File: src/hw/rtl/clrf_pkg.sv
// Shared types and constants for the command-list rectangle fill block.
// Used by the register file, the fill engine and the top level.
package clrf_pkg;

  localparam int unsigned AddrBits  = 32;
  localparam int unsigned HalfBits  = 16;
  localparam logic [31:0] AddrMask  = 32'((64'd1 << AddrBits) - 64'd1);

  typedef enum logic [1:0] {
    ModeWord    = 2'd0,
    ModeTick    = 2'd1,
    ModeRestart = 2'd2,
    ModeNone    = 2'd3
  } mode_e;

  typedef enum logic [1:0] {
    StOk        = 2'd0,
    StUnknownOp = 2'd1,
    StBusy      = 2'd2,
    StHalted    = 2'd3
  } status_e;

  typedef enum logic [1:0] {
    RegFbWidth    = 2'd0,
    RegBlitOpcode = 2'd1,
    RegEndOpcode  = 2'd2,
    RegNone       = 2'd3
  } reg_idx_e;

  typedef struct packed {
    logic [HalfBits-1:0] fb_width;
    logic [HalfBits-1:0] blit_opcode;
    logic [HalfBits-1:0] end_opcode;
  } cfg_t;

  typedef struct packed {
    logic        write_valid;
    logic [31:0] write_address;
    logic [31:0] write_color;
    logic        fill_last;
    logic        busy_res;
    status_e     status;
  } res_t;

endpackage

File: src/hw/rtl/command_list_rect_fill.sv
// Command-list rectangle fill: input register, fill engine, result register.
// Path: an input transfer passes the input register, then the result register, to the master side.
// Throughput: one transfer per cycle while the master side accepts results; the 17x16 address multiplier sets the path.
// Reset: asynchronous, active low; clears the valid flags of both pipeline registers
// and the fill state, and loads fb_width 640, blit opcode 1, end opcode 0.
module command_list_rect_fill
  import clrf_pkg::*;
(
  input  logic        clk_i,
  input  logic        rst_ni,
  input  logic        s_axis_tvalid,
  output logic        s_axis_tready,
  input  logic [31:0] s_axis_tdata,   // word
  input  logic [1:0]  s_axis_tuser,   // mode
  output logic        m_axis_tvalid,
  input  logic        m_axis_tready,
  output logic [63:0] m_axis_tdata,   // write_address, write_color
  output logic [3:0]  m_axis_tuser,   // write_valid, busy_res, status[1:0]
  output logic        m_axis_tlast,   // fill_last
  input  logic        psel,
  input  logic        penable,
  input  logic        pwrite,
  input  logic [3:0]  paddr,
  input  logic [31:0] pwdata,
  output logic [31:0] prdata,
  output logic        pready
);

  cfg_t        cfg;
  res_t        res;
  res_t        res_q;
  logic        in_vld_q, out_vld_q;
  logic [31:0] word_q;
  mode_e       mode_q;
  logic        advance, fire;

  assign advance       = !out_vld_q || m_axis_tready;
  assign fire          = in_vld_q && advance;
  assign s_axis_tready = !in_vld_q || advance;

  clrf_cfg_regs u_cfg (
    .clk_i   (clk_i),
    .rst_ni  (rst_ni),
    .psel    (psel),
    .penable (penable),
    .pwrite  (pwrite),
    .paddr   (paddr),
    .pwdata  (pwdata),
    .prdata  (prdata),
    .pready  (pready),
    .cfg_o   (cfg)
  );

  clrf_engine u_engine (
    .clk_i  (clk_i),
    .rst_ni (rst_ni),
    .fire_i (fire),
    .mode_i (mode_q),
    .word_i (word_q),
    .cfg_i  (cfg),
    .res_o  (res)
  );

  always_ff @(posedge clk_i or negedge rst_ni) begin
    if (!rst_ni) begin
      in_vld_q <= 1'b0;
    end else if (s_axis_tready) begin
      in_vld_q <= s_axis_tvalid;
    end
  end

  always_ff @(posedge clk_i) begin
    if (s_axis_tready && s_axis_tvalid) begin
      word_q <= s_axis_tdata;
      mode_q <= mode_e'(s_axis_tuser);
    end
  end

  always_ff @(posedge clk_i or negedge rst_ni) begin
    if (!rst_ni) begin
      out_vld_q <= 1'b0;
    end else if (advance) begin
      out_vld_q <= in_vld_q;
    end
  end

  always_ff @(posedge clk_i) begin
    if (fire) begin
      res_q <= res;
    end
  end

  assign m_axis_tvalid = out_vld_q;
  assign m_axis_tdata  = {res_q.write_color, res_q.write_address};
  assign m_axis_tuser  = {res_q.status, res_q.busy_res, res_q.write_valid};
  assign m_axis_tlast  = res_q.fill_last;

endmodule

File: src/hw/rtl/clrf_cfg_regs.sv
// Configuration registers of the rectangle fill block behind an APB-style port.
// Depends on clrf_pkg for the register indexes and the configuration struct.
module clrf_cfg_regs
  import clrf_pkg::*;
(
  input  logic        clk_i,
  input  logic        rst_ni,
  input  logic        psel,
  input  logic        penable,
  input  logic        pwrite,
  input  logic [3:0]  paddr,
  input  logic [31:0] pwdata,
  output logic [31:0] prdata,
  output logic        pready,
  output cfg_t        cfg_o
);

  cfg_t     cfg_q;
  reg_idx_e idx;
  logic     wr_en;

  assign idx    = reg_idx_e'(paddr[3:2]);
  assign wr_en  = psel & penable & pwrite;
  assign pready = 1'b1;
  assign cfg_o  = cfg_q;

  always_ff @(posedge clk_i or negedge rst_ni) begin
    if (!rst_ni) begin
      cfg_q.fb_width    <= 16'd640;
      cfg_q.blit_opcode <= 16'd1;
      cfg_q.end_opcode  <= 16'd0;
    end else if (wr_en) begin
      case (idx)
        RegFbWidth:    cfg_q.fb_width    <= pwdata[HalfBits-1:0];
        RegBlitOpcode: cfg_q.blit_opcode <= pwdata[HalfBits-1:0];
        RegEndOpcode:  cfg_q.end_opcode  <= pwdata[HalfBits-1:0];
        default: ;
      endcase
    end
  end

  always_comb begin
    case (idx)
      RegFbWidth:    prdata = {16'd0, cfg_q.fb_width};
      RegBlitOpcode: prdata = {16'd0, cfg_q.blit_opcode};
      RegEndOpcode:  prdata = {16'd0, cfg_q.end_opcode};
      default:       prdata = 32'd0;
    endcase
  end

endmodule

File: src/hw/rtl/clrf_engine.sv
// Command decode, rectangle state and pixel address logic of the fill block.
// Depends on clrf_pkg; fed from the input register, drives the result register.
module clrf_engine
  import clrf_pkg::*;
(
  input  logic        clk_i,
  input  logic        rst_ni,
  input  logic        fire_i,
  input  mode_e       mode_i,
  input  logic [31:0] word_i,
  input  cfg_t        cfg_i,
  output res_t        res_o
);

  logic [1:0]  words_seen_q, words_seen_d;
  logic [15:0] rect_x_q, rect_x_d;
  logic [15:0] rect_y_q, rect_y_d;
  logic [15:0] rect_w_q, rect_w_d;
  logic [15:0] rect_h_q, rect_h_d;
  logic [31:0] color_q, color_d;
  logic [16:0] cur_x_q, cur_x_d;
  logic [16:0] cur_y_q, cur_y_d;
  logic        filling_q, filling_d;
  logic        halted_q, halted_d;

  logic [15:0] lo, hi;
  logic [16:0] row, col;
  logic [32:0] prod;
  logic [33:0] sum;
  logic [17:0] next_x, next_y;

  assign lo     = word_i[15:0];
  assign hi     = word_i[31:16];
  assign row    = {1'b0, rect_y_q} + cur_y_q;
  assign col    = {1'b0, rect_x_q} + cur_x_q;
  assign prod   = row * cfg_i.fb_width;
  assign sum    = {1'b0, prod} + {17'd0, col};
  assign next_x = {1'b0, cur_x_q} + 18'd1;
  assign next_y = {1'b0, cur_y_q} + 18'd1;

  always_comb begin
    words_seen_d = words_seen_q;
    rect_x_d     = rect_x_q;
    rect_y_d     = rect_y_q;
    rect_w_d     = rect_w_q;
    rect_h_d     = rect_h_q;
    color_d      = color_q;
    cur_x_d      = cur_x_q;
    cur_y_d      = cur_y_q;
    filling_d    = filling_q;
    halted_d     = halted_q;
    res_o.write_valid   = 1'b0;
    res_o.write_address = 32'd0;
    res_o.write_color   = 32'd0;
    res_o.fill_last     = 1'b0;
    res_o.status        = StOk;
    case (mode_i)
      ModeWord: begin
        if (halted_q) begin
          res_o.status = StHalted;
        end else if (filling_q) begin
          res_o.status = StBusy;
        end else begin
          case (words_seen_q)
            2'd0: begin
              if (lo == cfg_i.blit_opcode) begin
                rect_x_d     = hi;
                words_seen_d = 2'd1;
              end else if (lo == cfg_i.end_opcode) begin
                halted_d = 1'b1;
              end else begin
                halted_d     = 1'b1;
                res_o.status = StUnknownOp;
              end
            end
            2'd1: begin
              rect_y_d     = lo;
              rect_w_d     = hi;
              words_seen_d = 2'd2;
            end
            2'd2: begin
              rect_h_d     = lo;
              words_seen_d = 2'd3;
            end
            default: begin
              color_d      = word_i;
              words_seen_d = 2'd0;
              cur_x_d      = 17'd0;
              cur_y_d      = 17'd0;
              filling_d    = (rect_w_q != 16'd0) && (rect_h_q != 16'd0);
            end
          endcase
        end
      end
      ModeTick: begin
        if (filling_q) begin
          res_o.write_valid   = 1'b1;
          res_o.write_address = sum[31:0] & AddrMask;
          res_o.write_color   = color_q;
          if (next_x >= {2'd0, rect_w_q}) begin
            cur_x_d = 17'd0;
            if (next_y >= {2'd0, rect_h_q}) begin
              cur_y_d         = 17'd0;
              filling_d       = 1'b0;
              res_o.fill_last = 1'b1;
            end else begin
              cur_y_d = next_y[16:0];
            end
          end else begin
            cur_x_d = next_x[16:0];
          end
        end
      end
      ModeRestart: begin
        halted_d     = 1'b0;
        words_seen_d = 2'd0;
        filling_d    = 1'b0;
        cur_x_d      = 17'd0;
        cur_y_d      = 17'd0;
      end
      default: ;
    endcase
    res_o.busy_res = filling_d;
  end

  always_ff @(posedge clk_i or negedge rst_ni) begin
    if (!rst_ni) begin
      words_seen_q <= 2'd0;
      rect_x_q     <= 16'd0;
      rect_y_q     <= 16'd0;
      rect_w_q     <= 16'd0;
      rect_h_q     <= 16'd0;
      color_q      <= 32'd0;
      cur_x_q      <= 17'd0;
      cur_y_q      <= 17'd0;
      filling_q    <= 1'b0;
      halted_q     <= 1'b0;
    end else if (fire_i) begin
      words_seen_q <= words_seen_d;
      rect_x_q     <= rect_x_d;
      rect_y_q     <= rect_y_d;
      rect_w_q     <= rect_w_d;
      rect_h_q     <= rect_h_d;
      color_q      <= color_d;
      cur_x_q      <= cur_x_d;
      cur_y_q      <= cur_y_d;
      filling_q    <= filling_d;
      halted_q     <= halted_d;
    end
  end

endmodule
File: config.mk
export PLATFORM = sky130hd
export DESIGN_NAME = command_list_rect_fill
export DESIGN_NICKNAME = d
export VERILOG_FILES = /design/src/hw/rtl/clrf_pkg.sv /design/src/hw/rtl/command_list_rect_fill.sv /design/src/hw/rtl/clrf_cfg_regs.sv /design/src/hw/rtl/clrf_engine.sv
export SDC_FILE = /design/constraint.sdc
export NUM_CORES = 1
export LEC_CHECK = 0
export ABC_AREA = 1
export BUFFER_PORTS_ARGS = -buffer_cell sky130_fd_sc_hd__buf_2
export CAP_MARGIN = 40
export CORE_MARGIN = 1
export CORE_UTILIZATION = 35
export DETAILED_ROUTE_END_ITERATION = 7
export MAX_ROUTING_LAYER = met4
export PLACE_DENSITY_LB_ADDON = 0.15
export SYNTH_ARGS = -nofsm -noshare
export SYNTH_HDL_FRONTEND = slang
export SYNTH_SLANG_ARGS = --single-unit
File: constraint.sdc
create_clock -name clk_i -period 7.9 [get_ports clk_i]
set_input_delay 0 -clock clk_i [delete_from_list [all_inputs] [get_ports clk_i]]
set_output_delay 0 -clock clk_i [all_outputs]
set_load 0.1 [all_outputs]
== Word level (Yosys, flattened, before mapping) ==
Index checks and enable logic that the tools add are counted.
Widths: inputs -> output; s select.
Cells by class
  mux-type cells: 36
  reduce and logical (&&, ||, !) cells: 28
  add/subtract/negate cells: 5
  magnitude comparators: 2
  equal/unequal tests: 14
  multipliers: 1
  bitwise operators: 5
Operators with widths (number)
  $mux 17: 8
  $pmux 17 s3: 2
  $mux 66: 1
  $pmux 16 s3: 1
  $add 17x1->18 const B: 2
  $ge 18x16->1: 2
  $add 16x17->17: 2
  $add 32x17->32: 1
  $eq 16x16->1: 2
  $mul 17x16->32: 1
  $reduce_bool 16->1: 2
  $reduce_and 5->1: 4
  $mux 2: 7
  $mux 1: 13
  $reduce_and 6->1: 2
  $reduce_and 2->1: 5
  $reduce_and 7->1: 1
  $eq 2x1->1 const B: 3
  $eq 2x2->1 const B: 3
  $logic_not 2->1: 3
  $ne 2x2->1 const B: 3
  $pmux 2 s3: 1
  $ne 2x1->1 const B: 2
  $pmux 2 s2: 1
  12 further kinds: 19
Word-level totals
  logic and storage cells: 114
  flip-flop bits (word level): 287

== Longest topological paths before layout ==
Gate-level depths: netlist of the first run.
  word-level depth: 6
  gate-level depth with buffers: 35
  depth with buffers taken out: 34

== By module ==
A second synthesis of the first run with hierarchy kept.
Unflattened totals
  cell total of the unflattened synthesis: 2844
  area total of the unflattened synthesis: 24128.1 µm²
By module, submodules not included
  clrf_engine: instances 1, area an instance 18530.3 µm², sequential area each 3353.2 µm², cells an instance 2427
  command_list_rect_fill: instances 1, area an instance 3188.1 µm², sequential area each 3143.0 µm², cells an instance 115
  clrf_cfg_regs: instances 1, area an instance 2409.8 µm², sequential area each 1204.9 µm², cells an instance 302

== Worst setup path after synthesis of the first run ==
Ideal clock, no wire load.
  path type: reg-to-reg
  from: reg u_engine.cur_y_q[0]
  to: reg res_q (netlist bit m_axis_tdata[19]), data pin
  required time: 7.639 ns
  slack: 1.035 ns
  clock period less this slack: 6.865 ns
  cell stages (with the launch flop): 31
  data arrival time: 6.604 ns
  setup time: 0.261 ns
  path through: dfrtp_1 ha_1 inv_1 fa_1 o21a_1 o21ai_2 nand3_1 nand2_1 nand2_1 nand2_2 nor2_1 fa_1 inv_1 fa_1 inv_1 fa_1 inv_1 fa_1 inv_1 fa_1 inv_1 fa_1 inv_1 ha_1 nand2_1 o21ai_0 a21oi_1 a21boi_0 o21ai_0 o21ai_0 a21oi_1
On the way
  longest elaborated chain between the ends: 3
Ends and longest elaborated chain
  start, declared: RTL line clrf_engine.sv:22  | logic [16:0] cur_y_q, cur_y_d;
  start signal, assigned: RTL line clrf_engine.sv:146  | cur_y_q <= cur_y_d;
  $add 16x17->17: RTL line clrf_engine.sv:34  | assign row = {1'b0, rect_y_q} + cur_y_q;
  $mul 17x16->32: RTL line clrf_engine.sv:36  | assign prod = row * cfg_i.fb_width;
  $add 32x17->32: RTL line clrf_engine.sv:37  | assign sum = {1'b0, prod} + {17'd0, col};
  end signal, assigned: RTL line command_list_rect_fill.sv:89  | res_q <= res;
  end, declared: RTL line command_list_rect_fill.sv:31  | res_t res_q;
Every way passes these cells.
A chain may end at the register's enable or synchronous reset.

== Final worst setup path of the first run ==
  from: reg u_engine.cur_y_q[2]
  to: reg res_q (netlist bit m_axis_tdata[24]), data pin
Same word-level chain as after synthesis.

==> results of run 1 <==
==> what timing repair did <==
item / in CTS / in global routing
endpoints found under the setup margin: 0 / 13
endpoints found under the hold margin: 145 / 0
hold buffers: 57 / 0
gates resized for setup: 0 / 12
==> cell families (layout without fill, tap and decap cells) <==
family / after synthesis / count (layout)
other: 2 / 17
DFF: 287 / 287
buffers and inverters: 670 / 887
adders and majority gates: 399 / 399
and+or+nand+nor: 950 / 950
AOI/OAI and AO/OA: 399 / 399
xor gates and xnor gates: 72 / 72
==> layer usage <==
layer / vias up / share of wire [%] / GRT usage (%)
met5: - / 0 / -
met1: 9009 / 47 / 28.46
li1: 9056 / - / -
met2: 484 / 46 / 33.28
met3: 92 / 4.9 / 2.544
met4: 0 / 2.7 / 5.658
==> layout make-up <==
type	count	area, um^2	share of cell area, %
clock inverter	13	142.6	0.5189
inverter	578	2176	7.916
timing repair buffer	246	1733	6.304
sequential	287	7701	28.02
clock buffer	50	1025	3.728
multi-input combinational	1837	13620	49.54
tap	873	1092	3.974
==> through the flow <==
| stage | instances | utilization [%] | setup slack, ns | hold WS (ns) | area, um^2 |
|---|---|---|---|---|---|
| 6_report | 3884 | 40.86 | 0.4278 | 0.1577 | 27490 |
| 5_1_grt | 3884 | 40.86 | 0.02635 | 0.1309 | 27490 |
| 4_1_cts | 3884 | 40.80 | 0.1846 | 0.1229 | 27450 |
| 3_5_place_dp | 3764 | 38.19 | 0.1939 | -0.01676 | 25690 |
| 3_3_place_gp | 3757 | 37.99 | 0.2759 | -0.01830 | 25560 |
| 2_1_floorplan | 2794 | - | 1.035 | -0.2956 | 23890 |
==> placed cells by master, fill, tap and decap left out, drive strengths merged, types with 5 or more instances in the layout <==
cell           n
inv          575
nand2        508
nor2         275
fa           226
o21ai        222
buf          190
dfrtp        181
ha           173
a21oi        123
nand3        104
edfxtp       103
dlygate4sd3   56
xor2          51
clkbuf        50
xnor2         21
nand4         19
conb          17
or2           16
clkinv        13
nor3          12
nor4          11
o211ai        10
o21bai         9
o21a           8
a211oi         5
==> cell usage after synthesis (all sizes together), types with 16 or more instances <==
cell type / number
a21oi: 123
buf: 32
clkbuf: 60
dfrtp: 181
edfxtp: 103
fa: 226
ha: 173
inv: 572
nand2: 508
nand3: 104
nand4: 19
nor2: 275
o21ai: 222
or2: 16
xnor2: 21
xor2: 51
==> flip-flops by register name, summed over array words and instances (netlist names) <==
register and count:
m_axis_tdata 64, u_engine.rect_x_q 16, u_cfg.cfg_o 48, u_engine.cur_x_q 17
u_engine.cur_y_q 17, u_engine.rect_h_q 16, m_axis_tvalid 1, u_engine.filling_q 1
u_engine.rect_y_q 16, word_q 32, m_axis_tuser 4, u_engine.words_seen_q 2
u_engine.rect_w_q 16, u_engine.halted_q 1, u_engine.color_q 32, in_vld_q 1
m_axis_tlast 1, mode_q 2
==> critical path, delay by kind of cell, from the launching register on <==
kind            cells  cell delay [ns]
simple gates       12             1.86
fa+ha+maj           8             3.79
buf+inv             4             0.37
compound gates      6             0.86
flops               1             0.44
==> worst paths after layout <==
| kind | startpoint | to | slack [ns] | cells past startpoint |
|---|---|---|---|---|
| setup / recovery | u_engine.cur_y_q[2] | m_axis_tdata[24] | 0.43 | 30 |
| hold / removal | s_axis_tdata[9] | word_q[9] | 0.16 | 2 |
| setup reg to reg | u_engine.cur_y_q[2] | m_axis_tdata[24] | 0.43 | 30 |
| hold reg to reg | u_engine.color_q[6] | u_engine.color_q[6] | 0.49 | 2 |
| max in group asynchronous | rst_ni | u_engine.cur_y_q[16] | 6.51 | 4 |
| min in group asynchronous | rst_ni | u_engine.rect_w_q[10] | 0.54 | 4 |
==> run metrics, run 1 <==
die area 69150 um^2; synthesized area per cell 8.577 um^2; Mapped Cells 2779; Slew Viols, Final 0; sequential area share after synthesis 32.31%; CP max-delay cell fa_1; Final Net Count 3461; outcome completed; crit end category flip-flop; largest net degree at the start of global routing 63; Hold Vio Cnt, Final 0; Max FO, Critical Path 7; crit path DAT 7.87 ns; mapped cell area 23840 um^2; max_cap viols 0; asr flop ratio synth 64.11%; dpl hpwl 56320 um; CP max stage delay 0.58 ns; Post-synth EDFFs 103; Core ar. 67280 um^2; clk buf depth 3; WL per Instance 17.86 um; CTS tree built; Clock Root Buffer clkbuf_16; die span in y 263.0 um; Synth cell types 58; critical path launch point type flip-flop; Clock Latency Late Sink 0.56 ns; Worst Path Required 8.30 ns; residual DRC count 0; vias per inst 4.799; most frequent CP cell nand2_1; Via Count 18.64k; Fmax 133.8 MHz; min Tclk post-route 7.472 ns; IO Pins 181; post-synthesis simple-gate area fraction 16.69%; synth top area cells dfrtp_1 (19%), fa_1 (19%), edfxtp_1 (13%); Slew @ Worst Pin 0.8588 ns; Adder-Cell Fraction of Synth Area 28.06%; first-pass GRT wire length 109900 um; final setup TNS 0 ns; initial antenna violation count 1; biggest area consumer among synthesized cells dfrtp_1; Yosys warnings 0; relative slew slack 42.75%; #FFs+latches synth 287; Detailed Route WL 69370 um; post-route ant nets 0; RSZ-0062 raised after global routing no; mux contribution to synthesized area 0%; Initial DRC Count 1237; antenna cells 0; XOR/XNOR Fraction of Synth Area 2.709%; post-CTS setup buffer count 0; initial core utilization 35.43%; final setup violation count 0; all-layer global routing usage 21.01%; FILL cells 6895; CTS Buf Count 35; iteration count of the initial detailed-routing pass 5; port bufs 145; num rows 95; clock skew 0.02300 ns; GP Congestion 0.9494; largest family of logic cells by synthesized area adder cells; vias in the first global route 19.28k; CTS sink cnt 287; Worst Hold Class input pin to flip-flop; total gr overflow 0; Synth top area share 19.00%; die extent in x 263.0 um; CTS HTree Levels 2; post-synthesis compound-gate area fraction 9.217%; Clock transition at path regs 0.06 ns; predominant post-synthesis flop cell dfrtp_1; fraction of layout cells with a size suffix above 1 10.66%; Layout Area Growth over Synthesis 15.32%; period utilisation layout 94.59%; Crit Path Category flip-flop to flip-flop
Power of run 1 is not shown: default switching activity piles up to over one toggle a cycle in this logic, so the estimate is an artifact.
==> inputs of run 2 (changes only) <==
==> constraint.sdc (replaced) <==
create_clock -name clk_i -period 7.9 [get_ports clk_i]
set_input_delay 0.79 -clock clk_i [delete_from_list [all_inputs] [get_ports clk_i]]
set_output_delay 0.79 -clock clk_i [all_outputs]
set_load 0.1 [all_outputs]
==> run metrics, run 2 (synthesized netlist as in run 1, its figures left out) <==
outcome completed (unchanged); commonest non-fill, non-tap cell in the layout inv_1 (unchanged); die area 69150 um^2 (unchanged); port bufs 145 (unchanged); Slew Viols, Final 0 (unchanged); final setup TNS 0 ns (unchanged); total gr overflow 0 (unchanged); antenna cells 0 (unchanged); Critical path buffers and inverters 6 (was 4); residual DRC count 0 (unchanged); Fmax 133.8 MHz (about the same); Post-DP Area 25750 um^2 (was 25690 um^2); CTS sink cnt 287 (unchanged); post-CTS setup buffer count 0 (unchanged); GP Congestion 0.9527 (was 0.9494); crit path DAT 7.80 ns (was 7.87 ns); crit end category flip-flop (unchanged); Final Net Count 3413 (was 3461); WL per Instance 17.68 um (was 17.86 um); Initial DRC Count 1190 (was 1237); initial antenna violation count 0 (was 1); CTS Buf Count 36 (was 35); period utilisation layout 94.63% (was 94.59%); Worst Hold Class input pin to async pin (was input pin to flip-flop); fraction of layout cells with a size suffix above 1 11.30% (was 10.66%); Worst Path Required 8.22 ns (was 8.30 ns); max reg flops 64 (unchanged); vias per inst 4.768 (was 4.799); Clock Root Buffer clkbuf_16 (unchanged); fin cells 3838 (was 3884); kind of cell adding the most delay to the critical path adder cells (unchanged); Via Count 18.30k (was 18.64k); Layout Area Growth over Synthesis 13.34% (was 15.32%); CP max-delay cell fa_1 (unchanged); CP max stage delay 0.55 ns (was 0.58 ns); Hold Vio Cnt, Final 0 (unchanged); num rows 95 (unchanged); critical path launch point type flip-flop (unchanged); post-CTS sizing 0 (unchanged); Crit Path Category flip-flop to flip-flop (unchanged); Detailed Route WL 67870 um (was 69370 um); Post-Place Cells 3772 (was 3764); min Tclk post-route 7.476 ns (was 7.472 ns); clk buf depth 3 (unchanged); first-pass GRT wire length 106600 um (was 109900 um); Slew @ Worst Pin 0.8227 ns (was 0.8588 ns); final setup violation count 0 (unchanged); all-layer global routing usage 20.34% (was 21.01%); hold slack 0.3204 ns (was 0.1577 ns); die extent in x 263.0 um (unchanged); initial core utilization 35.43% (unchanged); max_cap viols 0 (unchanged); RSZ-0062 raised after global routing yes (was no); vias in the first global route 18.68k (was 19.28k); die span in y 263.0 um (unchanged); hold_buf cts 0 (was 57); most frequent cells in the layout inv_1 (562), nand2_1 (499), nor2_1 (264) (unchanged); design area 27020 um^2 (was 27490 um^2); CTS tree built (unchanged); CTS HTree Levels 2 (unchanged); relative slew slack 45.16% (was 42.75%); Clock transition at path regs 0.06 ns (about the same); Max FO, Critical Path 7 (unchanged); Core ar. 67280 um^2 (unchanged); dpl hpwl 55310 um (was 56320 um); clock skew 0.04737 ns (was 0.02300 ns); post-route ant nets 0 (unchanged); largest net degree at the start of global routing 86 (was 63); iteration count of the initial detailed-routing pass 6 (was 5); IO Pins 181 (unchanged); Clock Latency Late Sink 0.58 ns (was 0.56 ns)
==> run 2: stage by stage <==
step                      setup slack [ns]  utilization [%]
final                               0.4240            40.16
after global routing              -0.06236            40.16
after CTS                           0.2033            40.11
after detailed placement            0.1965            38.28
after global placement              0.3017            38.09
after floorplan                      1.035                -
==> run 2: worst register-to-register path, delay by kind of cell (launching register included) <==
| kind | cells | cell delay (ns) |
|---|---|---|
| adder cells (fa/ha/maj) | 8 | 3.84 |
| AO/OA/AOI/OAI | 9 | 1.66 |
| AND/OR/NAND/NOR | 6 | 0.97 |
| flip-flops | 1 | 0.43 |
| buffers and inverters | 6 | 0.31 |
==> run 2: area by class of cell <==
type,count,area [um^2]
clock buffer,50,1079
timing repair buffer,197,1205
clock inverter,16,155.1
inverter,578,2173
tap,873,1092
fill,6826,40260
multi-input combinational,1837,13610
sequential,287,7702
==> run 2: worst paths after layout <==
check                                startpoint  depth (start not counted)  slack, ns              endpoint
max                         u_engine.cur_y_q[5]                         29       0.42      m_axis_tdata[19]
min                                      rst_ni                          1       0.32  u_engine.rect_w_q[8]
max reg2reg                 u_engine.cur_y_q[5]                         29       0.42      m_axis_tdata[19]
min reg2reg                u_engine.color_q[30]                          2       0.48  u_engine.color_q[30]
max in group asynchronous                rst_ni                          3       6.41       u_cfg.cfg_o[39]
min in group clk_i              s_axis_tdata[7]                          1       0.39             word_q[7]
==> run 2: layer usage <==
metal	up-vias	global-route usage [%]	wire [um]
met5	-	-	0
met2	438	31.93	30830
met3	76	2.395	2949
met1	8840	28.11	32720
met4	0	4.757	1373
li1	8947	-	-
Power of run 2 is left out for the same reason.
